<file path="src/rtl/core/pfi_pkg.sv">
// Shared types and constants for the polyphase FIR interpolator.
// Used by every module in rtl/core; depends on nothing else.
`default_nettype none

package pfi_pkg;

   // Field widths fixed by the request and response formats.
   localparam int SAMPLE_W   = 32;
   localparam int COEFF_W    = 18;
   localparam int PROD_W     = SAMPLE_W + COEFF_W;
   localparam int OUT_W      = 24;
   localparam int NFRAME_W   = 13;
   localparam int IDX_W      = 18;
   localparam int CSR_IDX_W  = 2;
   localparam int CSR_DATA_W = 16;

   // Configuration register indexes.
   localparam logic [CSR_IDX_W-1:0] CSR_FRAME_COUNT   = 2'd0;
   localparam logic [CSR_IDX_W-1:0] CSR_SAMPLE_FORMAT = 2'd1;

   // Request codes carried on req_type.
   typedef enum logic [1:0] {
      REQ_COEFF = 2'd0,
      REQ_FRAME = 2'd1,
      REQ_QUERY = 2'd2,
      REQ_NONE  = 2'd3
   } req_code_type;

   // Sequencer states.
   typedef enum logic [1:0] {
      ST_IDLE,
      ST_ISSUE,
      ST_WAIT
   } ctrl_state_type;

   // Per-tap control that travels beside the store reads.
   typedef struct packed {
      logic valid;
      logic first;
      logic last;
   } issue_type;

endpackage

`default_nettype wire

</file>
<file path="src/rtl/core/pfi_mac.sv">
// Stereo multiply-accumulate unit with rounding, saturation and the response register.
// Depends on pfi_pkg for widths and the issue_type struct.
`default_nettype none

module pfi_mac #(
   parameter int TAPS = 32
) (
   input  wire logic                                  clock,
   input  wire logic                                  reset,
   input  wire pfi_pkg::issue_type                    issue,
   input  wire logic                                  sample_format,
   input  wire logic [2*pfi_pkg::SAMPLE_W-1:0]        frame_rdata,
   input  wire logic signed [pfi_pkg::COEFF_W-1:0]    coeff_rdata,
   input  wire logic                                  zero_req,
   output logic                                       rsp_valid,
   output logic signed [pfi_pkg::OUT_W-1:0]           rsp_out_left,
   output logic signed [pfi_pkg::OUT_W-1:0]           rsp_out_right
);

   localparam int SW    = pfi_pkg::SAMPLE_W;
   localparam int PW    = pfi_pkg::PROD_W;
   localparam int OW    = pfi_pkg::OUT_W;
   localparam int ACC_W = PW + $clog2(TAPS);

   pfi_pkg::issue_type          rd_ff, mul_ff;
   logic                        accdone_ff, rsp_valid_ff;
   logic signed [SW-1:0]        samp_l, samp_r;
   logic signed [PW-1:0]        prod_l_in, prod_r_in, prod_l_ff, prod_r_ff;
   logic signed [ACC_W-1:0]     acc_l_in, acc_r_in, acc_l_ff, acc_r_ff;
   logic signed [OW-1:0]        out_l_ff, out_r_ff;

   // Stored sample to Q1.31: 16-bit samples sit in the low half and are scaled up.
   function automatic logic signed [SW-1:0] to_q31(input logic [SW-1:0] raw,
                                                  input logic fmt24);
      if (fmt24) begin
         return raw;
      end
      return {raw[15:0], 16'h0000};
   endfunction

   // Round half up from Q3.47 to Q1.23, then clamp to the 24-bit range.
   function automatic logic signed [OW-1:0] round_sat(input logic signed [ACC_W-1:0] acc);
      logic signed [ACC_W:0] biased;
      logic signed [ACC_W:0] shifted;
      biased  = $signed({acc[ACC_W-1], acc}) + $signed({{(ACC_W-23){1'b0}}, 1'b1, 23'h0});
      shifted = biased >>> 24;
      if (shifted[ACC_W:OW-1] == '0 || shifted[ACC_W:OW-1] == '1) begin
         return shifted[OW-1:0];
      end
      if (shifted[ACC_W]) begin
         return {1'b1, {(OW-1){1'b0}}};
      end
      return {1'b0, {(OW-1){1'b1}}};
   endfunction

   // Multiplier lanes, one per channel, fed straight from the store outputs.
   always_comb begin
      samp_l    = to_q31(frame_rdata[SW-1:0], sample_format);
      samp_r    = to_q31(frame_rdata[2*SW-1:SW], sample_format);
      prod_l_in = samp_l * coeff_rdata;
      prod_r_in = samp_r * coeff_rdata;
   end

   // Accumulators restart on the first tap of a query.
   always_comb begin
      acc_l_in = acc_l_ff;
      acc_r_in = acc_r_ff;
      if (mul_ff.valid) begin
         acc_l_in = (mul_ff.first ? '0 : acc_l_ff) + ACC_W'(prod_l_ff);
         acc_r_in = (mul_ff.first ? '0 : acc_r_ff) + ACC_W'(prod_r_ff);
      end
   end

   // Control pipeline beside the datapath.
   always_ff @(posedge clock) begin
      if (reset) begin
         rd_ff        <= '0;
         mul_ff       <= '0;
         accdone_ff   <= 1'b0;
         rsp_valid_ff <= 1'b0;
      end else begin
         rd_ff        <= issue;
         mul_ff       <= rd_ff;
         accdone_ff   <= mul_ff.valid && mul_ff.last;
         rsp_valid_ff <= accdone_ff || zero_req;
      end
   end

   // Datapath registers.
   always_ff @(posedge clock) begin
      prod_l_ff <= prod_l_in;
      prod_r_ff <= prod_r_in;
      acc_l_ff  <= acc_l_in;
      acc_r_ff  <= acc_r_in;
      priority if (zero_req) begin
         out_l_ff <= '0;
         out_r_ff <= '0;
      end else if (accdone_ff) begin
         out_l_ff <= round_sat(acc_l_ff);
         out_r_ff <= round_sat(acc_r_ff);
      end
   end

   assign rsp_valid     = rsp_valid_ff;
   assign rsp_out_left  = out_l_ff;
   assign rsp_out_right = out_r_ff;

endmodule

`default_nettype wire

</file>
<file path="config.mk">
export PLATFORM = sky130hd
export DESIGN_NAME = pfi_mac
export DESIGN_NICKNAME = d
export VERILOG_FILES = /design/src/rtl/core/pfi_pkg.sv /design/src/rtl/core/pfi_mac.sv
export SDC_FILE = /design/constraint.sdc
export NUM_CORES = 2
export LEC_CHECK = 0
export BUFFER_PORTS_ARGS = -buffer_cell sky130_fd_sc_hd__buf_4
export CAP_MARGIN = 40
export CORE_MARGIN = 2
export CORE_UTILIZATION = 59
export DETAILED_ROUTE_END_ITERATION = 10
export HOLD_SLACK_MARGIN = 0.02
export PLACE_DENSITY = 0.87
export SKIP_CTS_REPAIR_TIMING = 1
export SLEW_MARGIN = 0
export SYNTH_ARGS = -nofsm -noshare
export SYNTH_HDL_FRONTEND = slang
export SYNTH_SLANG_ARGS = --single-unit
</file>
<file path="constraint.sdc">
create_clock -name clock -period 6.8 [get_ports clock]
set_input_delay 0.34 -clock clock [delete_from_list [all_inputs] [get_ports clock]]
set_output_delay 0.34 -clock clock [all_outputs]
set_load 0.1 [all_outputs]
</file>
==> results.py <==
metrics = {
    "status": {
        "status": "finished, final reports clean",
    },
    "worst_setup_path": {
        "path_delay_family": "adder cells",
        "r2r_slack_ns": 2.25,
        "cp_common_cell": "fa_1",
        "worstSetupPathType": "input port to flop",
        "slowest_stage": "fa_1",
        "cp-end-kind": "flop",
        "max_stage_delay_ns": 0.56,
        "required_ns": 7.30,
        "critPathLaunchType": "input port",
        "crit_buf_inv": 8,
        "critical_path_arrival_ns": 7.06,
        "cp_max_fo": 19,
    },
    "layout": {
        "num-nets-final": 8009,
        "finalNonFillerCells": 7742,
        "syn_to_final_growth_pct": 10.9,
        "drive_above_1_share": 0.110,
        "final_area_um2": 61300,
        "fillerInstances": 7351,
    },
    "placed_design": {
        "routabilityCongestion": 1.01,
        "dpl-instance-area_um2": 60200,
        "dp_hpwl_um": 125000,
        "dp_cells": 7679,
        "portBuffers": 137,
    },
    "routing": {
        "first_pass_iters": 8,
        "drt-initial-drc-count": 3918,
        "post_drt_wl_per_cell_um": 19.3,
        "vias": 43983,
        "remaining_drc_errors": 0,
        "viasPerCell": 5.68,
        "routed_wl_um": 150000,
        "antenna_left": 0,
    },
    "grt": {
        "antenna_found_initial": 11,
        "grt_pass1_vias": 45550,
        "grt_remaining_overflow": 0,
        "grt.total_usage": 0.317,
        "grt_pass1_wl_um": 240000,
        "grt_max_degree": 65,
    },
    "synth": {
        "synth_adder_area_share": 0.481,
        "synthSimpleGateAreaFrac": 0.167,
        "ys_ff_latch": 266,
        "synth_area_um2": 55300,
        "synth.net_count": 7702,
        "synth_compound_area_frac": 0.0851,
        "yosysWarnings": 0,
        "synthFlopType": "dfxtp_1",
        "synth_edf_count": 110,
        "ys_types": 87,
        "synthCells": 6153,
        "synth_top_family_by_area": "adder cells",
        "syn_area_per_cell_um2": 8.98,
        "synthXorXnorAreaFrac": 0.0377,
        "synth-async-reset-ratio": 0,
        "yosysSeqAreaShare": 0.116,
        "muxShareOfSynthArea": 0.00709,
    },
    "clock_network": {
        "cts_tree": "done",
        "numCtsBuffers": 28,
        "h-tree-depth": 1,
        "path_clk_slew_ns": 0.06,
        "clk_path_buf_depth": 3,
        "clkLatencyLatePin_ns": 0.59,
        "clock_sinks": 266,
        "cts-root-buf": "clkbuf_16",
    },
    "timing": {
        "period_share": 0.964,
        "clock.fmax_mhz": 153,
        "final.min_clock_period_ns": 6.56,
        "clock_skew_ns": 0.0268,
        "whs_ns": 0.193,
        "tightest_slew_ns": 0.898,
        "slew-limit-headroom": 0.395,
        "final.setup.tns_ns": 0,
        "grt_setup_unrepaired": "no",
        "finalHoldViolCount": 0,
        "setup_viol": 0,
        "slew_viol_final": 0,
    },
    "floorplan": {
        "die_w_um": 310,
        "boundaryPins": 138,
        "fp.dieH_um": 310,
        "die_area_um2": 96100,
        "rows": 112,
        "core-area_um2": 93000,
        "start_util": 0.594,
    },
    "min_path": {
        "hold_class": "input port to flop",
    },
    "flow_run": {
        "cap_violations": 0,
    },
}
[synthesized netlist by cell type (all sizes together), types with 79 or more instances]
master	count	area (µm²)
a21o	129	968
a21oi	206	1030
and2	207	1300
and3	328	2050
clkbuf	287	1080
dfxtp	156	3120
edfxtp	110	3300
fa	1108	22200
ha	352	4400
inv	1248	4680
nand2	795	2990
nor2	227	857
nor2b	131	820
o21ai	125	629
xnor2	159	1390
xor2	79	692
[routing by layer]
layer	GRT usage	share of wire
met1	0.448	0.41
met2	0.496	0.45
met3	0.0763	0.11
met4	0.0775	0.022
met5	0	0.00040
[layout by cell type (no fill, tap or decap), drive strengths merged, types with 70 or more instances in the layout]
cell type  count
inv         1251
fa          1108
nand2        795
buf          575
ha           352
and3         328
nor2         227
and2         207
a21oi        206
xnor2        159
dfxtp        156
nor2b        131
a21o         129
o21ai        125
edfxtp       110
xor2          79
nand3         70
[state kept, by name (all words and copies together) (netlist names)]
| name | count |
|---|---|
| accdone_ff | 1 |
| acc_r_ff | 55 |
| rsp_out_right | 24 |
| prod_r_ff | 50 |
| rd_ff | 3 |
| acc_l_ff | 55 |
| rsp_out_left | 24 |
| mul_ff | 3 |
| rsp_valid | 1 |
| prod_l_ff | 50 |
[final cells by class]
cell class | count | area, µm² | area share
Tap cell | 1254 | 1570 | 0.0256
Clock inverter | 11 | 72.6 | 0.00118
Timing Repair Buffer | 580 | 4600 | 0.0751
Multi-Input combinational cell | 4335 | 43000 | 0.702
Antenna cell | 7 | 17.5 | 0.000286
Clock buffer | 40 | 870 | 0.0142
Sequential cell | 266 | 6440 | 0.105
Inverter | 1249 | 4690 | 0.0765
[worst reg2reg max path: cells and delay by family, from the launching register on]
kind,cells,cell delay (ns)
compound gates,9,2.81
xor+xnor,1,0.08
fa+ha+maj,1,0.36
buf+inv,1,0.30
flops,1,0.58
simple gates,2,0.18
[metrics by stage]
stage          setup slack [ns]  utilization
2_1_floorplan           0.00192            -
3_3_place_gp             -0.216        0.647
3_5_place_dp             -0.365        0.647
5_1_grt                 0.00363        0.658
6_report                  0.243        0.658
4_1_cts                   0.222        0.657
[logic make-up after synthesis]
| kind of cell | Yosys count |
|---|---|
| AND/OR/NAND/NOR | 1888 |
| buffers and inverters | 1552 |
| adder cells (fa/ha/maj) | 1460 |
| AO/OA/AOI/OAI | 714 |
| flip-flops | 266 |
| XOR/XNOR | 238 |
| multiplexers | 35 |
[worst paths after layout]
path	endpoint	start	cells after the start
worst max register to register	acc_l_ff[43]	mul_ff[1]	14
worst min-delay path	rsp_out_left[23]	zero_req	2
worst max-delay path	prod_r_ff[47]	sample_format	28
worst min register to register	accdone_ff	mul_ff[0]	2
Power is left out: the tool's default activity adds up to more than one toggle a clock period on the data nets, which glitch-free logic cannot reach.
