## config.mk

```make
export PLATFORM = sky130hd
export DESIGN_NAME = pfi_ctrl
export DESIGN_NICKNAME = d
export VERILOG_FILES = /design/src/rtl/core/pfi_pkg.sv /design/src/rtl/core/pfi_ctrl.sv
export SDC_FILE = /design/constraint.sdc
export NUM_CORES = 1
export LEC_CHECK = 0
export BUFFER_PORTS_ARGS = -buffer_cell sky130_fd_sc_hd__buf_2
export CAP_MARGIN = 40
export CORE_MARGIN = 2
export CORE_UTILIZATION = 58
export CTS_CLUSTER_SIZE = 8
export DETAILED_ROUTE_END_ITERATION = 8
export HOLD_SLACK_MARGIN = 0.06
export MAX_ROUTING_LAYER = met4
export PLACE_DENSITY = 0.84
export SYNTH_ARGS = -nofsm -noshare
export SYNTH_HDL_FRONTEND = slang
export SYNTH_SLANG_ARGS = --single-unit
```

## constraint.sdc

```tcl
create_clock -name clock -period 6.31 [get_ports clock]
set_input_delay 0.3155 -clock clock [delete_from_list [all_inputs] [get_ports clock]]
set_output_delay 0.3155 -clock clock [all_outputs]
set_load 0.005 [all_outputs]
```

## src/rtl/core/pfi_pkg.sv

```systemverilog
// Shared types and constants for the polyphase FIR interpolator.
// Used by every module in rtl/core; depends on nothing else.
`default_nettype none

package pfi_pkg;

   // Field widths fixed by the request and response formats.
   localparam int SAMPLE_W   = 32;
   localparam int COEFF_W    = 18;
   localparam int PROD_W     = SAMPLE_W + COEFF_W;
   localparam int OUT_W      = 24;
   localparam int NFRAME_W   = 13;
   localparam int IDX_W      = 18;
   localparam int CSR_IDX_W  = 2;
   localparam int CSR_DATA_W = 16;

   // Configuration register indexes.
   localparam logic [CSR_IDX_W-1:0] CSR_FRAME_COUNT   = 2'd0;
   localparam logic [CSR_IDX_W-1:0] CSR_SAMPLE_FORMAT = 2'd1;

   // Request codes carried on req_type.
   typedef enum logic [1:0] {
      REQ_COEFF = 2'd0,
      REQ_FRAME = 2'd1,
      REQ_QUERY = 2'd2,
      REQ_NONE  = 2'd3
   } req_code_type;

   // Sequencer states.
   typedef enum logic [1:0] {
      ST_IDLE,
      ST_ISSUE,
      ST_WAIT
   } ctrl_state_type;

   // Per-tap control that travels beside the store reads.
   typedef struct packed {
      logic valid;
      logic first;
      logic last;
   } issue_type;

endpackage

`default_nettype wire

```

## src/rtl/core/pfi_ctrl.sv

```systemverilog
// Query sequencer: walks the tap window, clamps frame indexes and steps coefficient addresses.
// Depends on pfi_pkg for the state enum, request codes and issue_type.
`default_nettype none

module pfi_ctrl #(
   parameter int TAPS   = 32,
   parameter int PHASES = 64,
   parameter int FRAMES = 4096,
   parameter int FAW    = 12,
   parameter int CAW    = 11
) (
   input  wire logic                                  clock,
   input  wire logic                                  reset,
   input  wire logic                                  start,
   input  wire logic [1:0]                            req_type,
   input  wire logic [15:0]                           position_whole,
   input  wire logic [15:0]                           position_frac,
   input  wire logic [pfi_pkg::NFRAME_W-1:0]          frame_count,
   input  wire logic                                  done,
   output logic                                       busy,
   output logic                                       zero_req,
   output pfi_pkg::issue_type                         issue,
   output logic [FAW-1:0]                             frame_raddr,
   output logic [CAW-1:0]                             coeff_raddr
);

   localparam int IW  = pfi_pkg::IDX_W;
   localparam int NW  = pfi_pkg::NFRAME_W;
   localparam int TCW = $clog2(TAPS);
   localparam logic [TCW-1:0] LAST_TAP = TCW'(TAPS - 1);
   localparam logic [IW-1:0]  WIN_OFS  = IW'(TAPS / 2 - 1);

   pfi_pkg::ctrl_state_type state_ff, state_in;
   logic [TCW-1:0] cnt_ff, cnt_in;
   logic [IW-1:0]  idx_ff, idx_in;
   logic [CAW-1:0] caddr_ff, caddr_in;
   logic [NW-1:0]  nframes, clamped;
   logic           short_store, accept_query;

   // Frame count above the store size acts as the store size.
   always_comb begin
      nframes      = (32'(frame_count) > 32'(FRAMES)) ? NW'(FRAMES) : frame_count;
      short_store  = nframes < NW'(2);
      accept_query = start && (state_ff == pfi_pkg::ST_IDLE) &&
                     (req_type == pfi_pkg::REQ_QUERY);
   end

   // Clamp the running frame index into 0 .. nframes-1.
   always_comb begin
      priority if (idx_ff[IW-1]) begin
         clamped = '0;
      end else if (idx_ff >= IW'(nframes)) begin
         clamped = nframes - NW'(1);
      end else begin
         clamped = NW'(idx_ff);
      end
   end

   // Next state.
   always_comb begin
      state_in = state_ff;
      unique case (state_ff)
         pfi_pkg::ST_IDLE: begin
            if (accept_query && !short_store) begin
               state_in = pfi_pkg::ST_ISSUE;
            end
         end
         pfi_pkg::ST_ISSUE: begin
            if (cnt_ff == LAST_TAP) begin
               state_in = pfi_pkg::ST_WAIT;
            end
         end
         pfi_pkg::ST_WAIT: begin
            if (done) begin
               state_in = pfi_pkg::ST_IDLE;
            end
         end
         default: begin
            state_in = pfi_pkg::ST_IDLE;
         end
      endcase
   end

   // Window counters: loaded while idle, stepped once per issued tap.
   always_comb begin
      cnt_in   = cnt_ff;
      idx_in   = idx_ff;
      caddr_in = caddr_ff;
      if (state_ff == pfi_pkg::ST_IDLE) begin
         cnt_in   = '0;
         idx_in   = IW'(position_whole) - WIN_OFS;
         caddr_in = CAW'(((32'(position_frac) * 32'(PHASES)) >> 16) * 32'(TAPS));
      end else if (state_ff == pfi_pkg::ST_ISSUE) begin
         cnt_in   = cnt_ff + TCW'(1);
         idx_in   = idx_ff + IW'(1);
         caddr_in = caddr_ff + CAW'(1);
      end
   end

   // Outputs.
   always_comb begin
      busy        = (state_ff != pfi_pkg::ST_IDLE);
      zero_req    = accept_query && short_store;
      issue.valid = (state_ff == pfi_pkg::ST_ISSUE);
      issue.first = (cnt_ff == '0);
      issue.last  = (cnt_ff == LAST_TAP);
      frame_raddr = FAW'(clamped);
      coeff_raddr = caddr_ff;
   end

   always_ff @(posedge clock) begin
      if (reset) begin
         state_ff <= pfi_pkg::ST_IDLE;
      end else begin
         state_ff <= state_in;
      end
   end

   always_ff @(posedge clock) begin
      cnt_ff   <= cnt_in;
      idx_ff   <= idx_in;
      caddr_ff <= caddr_in;
   end

   // Every issued frame read lands inside the valid part of the store.
   a_frame_in_range: assert property (@(posedge clock) disable iff (reset)
      issue.valid |-> (32'(frame_raddr) < 32'(nframes)))
      else $error("frame read outside the valid frames");

   // Coefficient addresses walk one row without gaps.
   a_coeff_walk: assert property (@(posedge clock) disable iff (reset)
      issue.valid && !issue.last |=>
         issue.valid && (coeff_raddr == $past(coeff_raddr) + CAW'(1)))
      else $error("coefficient address skipped");

   // A full query starts issuing at its first tap on the next cycle.
   a_query_starts: assert property (@(posedge clock) disable iff (reset)
      accept_query && !short_store |=> busy && issue.valid && issue.first)
      else $error("query did not start issuing");

   // Nothing is issued while draining, and the block stays busy until done.
   a_wait_holds: assert property (@(posedge clock) disable iff (reset)
      (state_ff == pfi_pkg::ST_WAIT) && !done |=> busy && !issue.valid)
      else $error("drain left early or issued a tap");

endmodule

`default_nettype wire

```

==> reports/results.txt, run 1 <==
post-synthesis register bit count -> 36
die height -> 76.55 um
Mean Syn Cell Area -> 8.552 um^2
DIE AREA -> 0.005860 mm^2
ys flop type -> edfxtp_1
DRT iter0 DRCs -> 180
Area growth syn-to-layout -> 15.12%
Sw Share -> 31.07%
setup_tns -> 0 ns
warnings from Yosys -> 0
Area after DPL -> 0.003427 mm^2
Final min period -> 3.806 ns
sequential share of power -> 48.8%
total track usage -> 25.01%
fin crit share -> 60.32%
Critical Path Start Type -> primary input
slew margin rel. -> 39.29%
crit-path max FO -> 17
Clock Skew -> 0.01146 ns
Slew Limit Fails -> 0
most used cell, CP -> buf_2
Routability Congestion -> 0.8889
Die W -> 76.55 um
Final WS setup -> 2.504 ns
Mapped Nets -> 428
H-tree lvl count -> 2
sequential area share after synthesis -> 31.48%
ANT nets after route -> 0
arrival time of the worst setup path -> 3.49 ns
core region area -> 0.005107 mm^2
actual slew at the worst max-slew pin -> 0.9064 ns
insertion delay to the later sink of the worst-skew pair -> 0.30 ns
Crit Path Class -> primary input to output pin
Max VDD drop -> 0.09506 mV
clock share of power -> 27.1%
clock sink count -> 36
Clock Pin Slew Worst Setup and Hold Paths -> 0.08 ns
Mapped Cells -> 357
HPWL after DPL -> 5380 um
final wirelength -> 7035 um
port bufs -> 68
fraction of layout cells with a size suffix above 1 -> 21.29%
final setup vio count -> 0
max-cap violations -> 0
CTS resizes -> 0
crit end category -> output pin
unrepaired setup endpoints after global routing -> false
first-pass GRT wire length -> 11730 um
FMAX -> 262.7 MHz
wire per inst -> 14.42 um
num ports -> 79
largest net degree at the start of global routing -> 23
multi-input logic area -> 0.001969 mm^2
diodes inserted -> 0
EDFF count, synth -> 24
DRC -> 0
Hold Fails Final Rpt -> 0
num rows -> 26
P_sw -> 0.1878 mW
register area -> 960.9 um^2
final instance area -> 0.003515 mm^2
hold-fix buffers at CTS -> 0
Gate power share -> 24.1%
worst path required time -> 5.99 ns
post-synthesis async set-or-reset flop share -> 0%
post-placement setup slack -> 2.510 ns
Starting Density -> 59.77%
LEAKAGE -> 1.427 nW
CTS tree -> built
Pint -> 0.4165 mW
outcome -> finished clean
vias per cell -> 5.852
initial antenna violation count -> 0
post-CTS setup repair buffer count -> 0
Core Util, Final -> 68.81%
TritonCTS Buffers -> 5
Worst path slowest cell -> a31oi_1
Bufs on Longest Clock Path -> 2
fillcell total -> 440
Mapped Area -> 0.003053 mm^2
number of global-route vias before repair -> 2646
Hold Crit Class -> primary input to flip-flop
First-pass DRT Iterations -> 4
Vias -> 2856
CP cell instances -> buf_2, clkinv_1, nand2_1, ha_1, nor3_1, or4b_4, a31oi_1, or2_1, mux2i_1, buf_2
Power Density -> 171.9 mW/mm^2
total grt overflow -> 0
Layout Nets -> 488
Root Buffer -> clkbuf_8
synth unique cells -> 57
slowest stage delay, CP -> 0.69 ns
==> path summary, 6_finish.rpt <==
kind / from / endpoint / slack [ns] / depth (start not counted)
max: frame_count[12] / frame_raddr[8] / 2.50 / 10
min: reset / state_ff[1]$_SDFFE_PP0P_ / 0.18 / 2
max reg2reg: state_ff[1]$_SDFFE_PP0P_ / state_ff[1]$_SDFFE_PP0P_ / 4.28 / 6
min reg2reg: cnt_ff[4]$_SDFFE_PP0P_ / cnt_ff[4]$_SDFFE_PP0P_ / 0.51 / 2
==> cells by family (layout without fill, tap and decap cells) <==
logic type      count (synthesis)  count (layout)  share of synthesized area (%)
mux                            10              10                          3.361
buf+inv                        26              87                          4.016
simple gates                  152             152                          25.16
flops                          36              36                          31.48
fa+ha+maj                      20              20                          8.197
compound gates                 72              72                          16.02
xor+xnor                       41              41                          11.76
==> cell usage after synthesis (3+ instances only) <==
library cell  count  area share, %
nand2b_1          4           0.82
a21oi_1           7            1.1
clkbuf_1         10            1.2
o21ai_1           5           0.82
or3_1             5            1.0
o31ai_1          10            2.5
o21ai_0          16            2.6
a311oi_1          3           0.86
xnor2_1          26            7.5
dfxtp_1          12            7.9
nand3_1          13            2.1
nand2_1          49            6.0
xor2_1           15            4.3
nor2b_1           4           0.82
and3_1            7            1.4
a211oi_1          6            1.5
nor2_1           32            3.9
a31oi_1           8            1.6
nor3_1           10            1.6
ha_1             20            8.2
mux2i_1           8            2.6
inv_1             7           0.86
nand4_1          11            2.3
a22o_1            3           0.86
edfxtp_1         24             24
==> power by group through the flow <==
stage / combinational [mW] / clock, mW / sequential, mW
global route: 0.163 / 0.174 / 0.298
CTS: 0.145 / 0.165 / 0.294
finish: 0.145 / 0.164 / 0.295
floorplan: 0.0984 / 0 / 0.291
global placement: 0.139 / 0 / 0.298
detailed placement: 0.144 / 0 / 0.299
==> per-layer routing <==
layer | GRT usage, % | wire length (um)
met1 | 32.12 | 3253
met2 | 40.27 | 3289
met3 | 4.147 | 358
met4 | 8.545 | 135
met5 | - | 0
==> metrics by stage <==
stage	power, mW	cells	hold WS, ns
floorplan	0.3896	357	0.3879
CTS	0.6042	488	0.1825
detailed placement	0.4432	480	0.4994
finish	0.6042	488	0.1841
global placement	0.4368	479	0.4703
global route	0.6349	488	0.1881
==> state kept, by name, summed over array words and instances (netlist names) <==
name	count
idx_ff	18
cnt_ff	5
state_ff	2
coeff_raddr	11
==> layout by cell type (no fill, tap or decap), types with 2 or more instances in the layout <==
master     n
a21o_1     2
mux2i_1    8
a211o_1    2
xor2_1    15
a211oi_1   6
and4_1     2
nand2b_1   4
nand4_1   11
mux2_2     2
ha_1      20
a31oi_1    8
nand3_1   13
o31ai_1   10
and3_1     7
clkinv_2   2
or3_1      5
nand2_1   49
clkbuf_8   5
buf_2     68
dfxtp_1   12
a22o_1     3
o21ai_0   16
a311oi_1   3
nor3_1    10
xnor2_1   26
o211ai_1   2
o21ai_1    5
edfxtp_1  24
a21oi_1    7
nor2b_1    4
nand4b_1   2
or4_1      2
inv_1      7
nor2_1    32
==> worst max-delay path: cells and delay by family <==
kind / cells / cell delay, ns
muxes: 1 / 0.25
and+or+nand+nor: 4 / 1.30
buffers and inverters: 3 / 0.73
adders and majority gates: 1 / 0.21
AOI/OAI and AO/OA: 1 / 0.69
==> cell type report <==
cell class | count | share of cell area, %
Multi-Input combinational cell | 295 | 56.03
Clock buffer | 5 | 1.958
Sequential cell | 36 | 27.34
Timing Repair Buffer | 70 | 10.68
Clock inverter | 3 | 0.5340
Inverter | 9 | 0.9612
Tap cell | 70 | 2.492
Note: power is estimated with default switching activity, not from simulation.
==> run 2: changes to the inputs <==
- CORE_UTILIZATION: 58 -> 54
- PLACE_DENSITY: 0.84 -> 0.79
- clock period: 6.31 -> 4 ns (I/O delays scaled with it)
==> reports/results.txt, run 2 (synthesis results as in run 1) <==
Clock Pin Slew Worst Setup and Hold Paths -> 0.08 ns
total grt overflow -> 0
DRT iter0 DRCs -> 132
LEAKAGE -> 1.445 nW
Die W -> 79.19 um
fin crit share -> 81.08%
setup_tns -> 0 ns
number of global-route vias before repair -> 2616
Final min period -> 3.243 ns
Area after DPL -> 0.003445 mm^2
fraction of layout cells with a size suffix above 1 -> 21.67%
register name with the most flops -> idx_ff
largest net degree at the start of global routing -> 24
Clock Skew -> 0.01211 ns
Root Buffer -> clkbuf_8
unrepaired setup endpoints after global routing -> false
fillcell total -> 477
clock share of power -> 29.7%
final setup vio count -> 0
core region area -> 0.005473 mm^2
worst path required time -> 3.80 ns
final instance area -> 0.003550 mm^2
insertion delay to the later sink of the worst-skew pair -> 0.29 ns
crit end category -> output pin
max-cap violations -> 0
First-pass DRT Iterations -> 4
DIE AREA -> 0.006271 mm^2
Slew Limit Fails -> 0
Starting Density -> 55.78%
Final WS setup -> 0.7570 ns
Power Density -> 280.5 mW/mm^2
actual slew at the worst max-slew pin -> 0.6449 ns
sequential share of power -> 46.6%
diodes inserted -> 0
Total Power -> 0.9955 mW
total track usage -> 24.15%
clock sink count -> 36
Vias -> 2839
Crit Path Class -> primary input to output pin
Max VDD drop -> 0.2417 mV
CTS resizes -> 0
slew margin rel. -> 56.95%
Largest register FFs -> 18
outcome -> finished clean
Layout Nets -> 490
num rows -> 27
post-placement setup slack -> 0.8110 ns
CTS tree -> built
Area growth syn-to-layout -> 16.27%
Hold Fails Final Rpt -> 0
Core Util, Final -> 64.86%
P_sw -> 0.2975 mW
crit-path max FO -> 17
arrival time of the worst setup path -> 3.04 ns
Routability Congestion -> 0.8646
Hold Crit Class -> primary input to flip-flop
vias per cell -> 5.770
wire per inst -> 14.52 um
most frequent cells in the layout -> buf_2 (68), nand2_1 (49), nor2_1 (32)
commonest non-fill, non-tap cell in the layout -> buf_2
H-tree lvl count -> 2
first-pass GRT wire length -> 11900 um
Critical Path Start Type -> primary input
port bufs -> 68
Pint -> 0.6980 mW
DRC -> 0
FMAX -> 308.4 MHz
TritonCTS Buffers -> 5
Sw Share -> 29.88%
Gate power share -> 23.7%
final wirelength -> 7142 um
HPWL after DPL -> 5565 um
num ports -> 79
die height -> 79.19 um
ANT nets after route -> 0
post-CTS setup repair buffer count -> 0
hold-fix buffers at CTS -> 0
Bufs on Longest Clock Path -> 2
initial antenna violation count -> 0
## run 2: cell count changes in the layout (fill, tap and decap cells not counted), sizes merged
cell / previous run / this run
inv: 8 / 9
clkbuf: 5 / 6
buf: 70 / 72
clkinv: 4 / 2
## run 2: layer usage
metal | vias to the layer above | GRT usage, % | part of all wire, %
met1 | 1292 | 31.03 | 45
met4 | 0 | 7.069 | 1.5
met2 | 104 | 40.42 | 47
li1 | 1432 | - | -
met3 | 11 | 2.727 | 6.3
met5 | - | - | 0
## run 2: cell type report
class / instances / area, um^2 / share of cell area (%)
Multi-Input combinational cell: 295 / 1969 / 55.48
Sequential cell: 36 / 960.9 / 27.07
Timing Repair Buffer: 72 / 390.4 / 11.00
Clock buffer: 6 / 93.84 / 2.644
Tap cell: 72 / 90.09 / 2.538
Inverter: 9 / 33.78 / 0.9517
Clock inverter: 2 / 11.26 / 0.3172
## run 2: power groups by stage
stage          registers (mW)  clock network (mW)  logic (mW)
2_1_floorplan           0.459                   0       0.155
3_3_place_gp            0.470                   0       0.223
3_5_place_dp            0.472                   0       0.233
4_1_cts                 0.463               0.300       0.235
5_1_grt                 0.470               0.315       0.264
6_report                0.464               0.296       0.236
## run 2: path summary, 6_finish.rpt
kind	startpoint	endpoint	slack [ns]	cells past startpoint
worst max-delay path	frame_count[12]	frame_raddr[8]	0.76	11
worst min register to register	cnt_ff[4]$_SDFFE_PP0P_	cnt_ff[4]$_SDFFE_PP0P_	0.49	2
worst min-delay path	reset	state_ff[0]$_SDFFE_PP0P_	0.07	2
worst max register to register	state_ff[1]$_SDFFE_PP0P_	state_ff[1]$_SDFFE_PP0P_	2.08	6
## run 2: critical path, cell delays in order
cell,delay [ns]
buf_2,0.18
clkinv_1,0.41
nand2_1,0.19
ha_1,0.20
nor3_1,0.07
or4b_4,0.53
o31ai_2,0.24
buf_4,0.20
or2_1,0.41
mux2i_1,0.27
buf_2,0.14
## run 2: stage by stage
step | cells | hold WS (ns)
4_1_cts | 492 | 0.06307
5_1_grt | 492 | 0.06696
3_3_place_gp | 483 | 0.3746
6_report | 492 | 0.07051
3_5_place_dp | 484 | 0.3777
2_1_floorplan | 357 | 0.2724
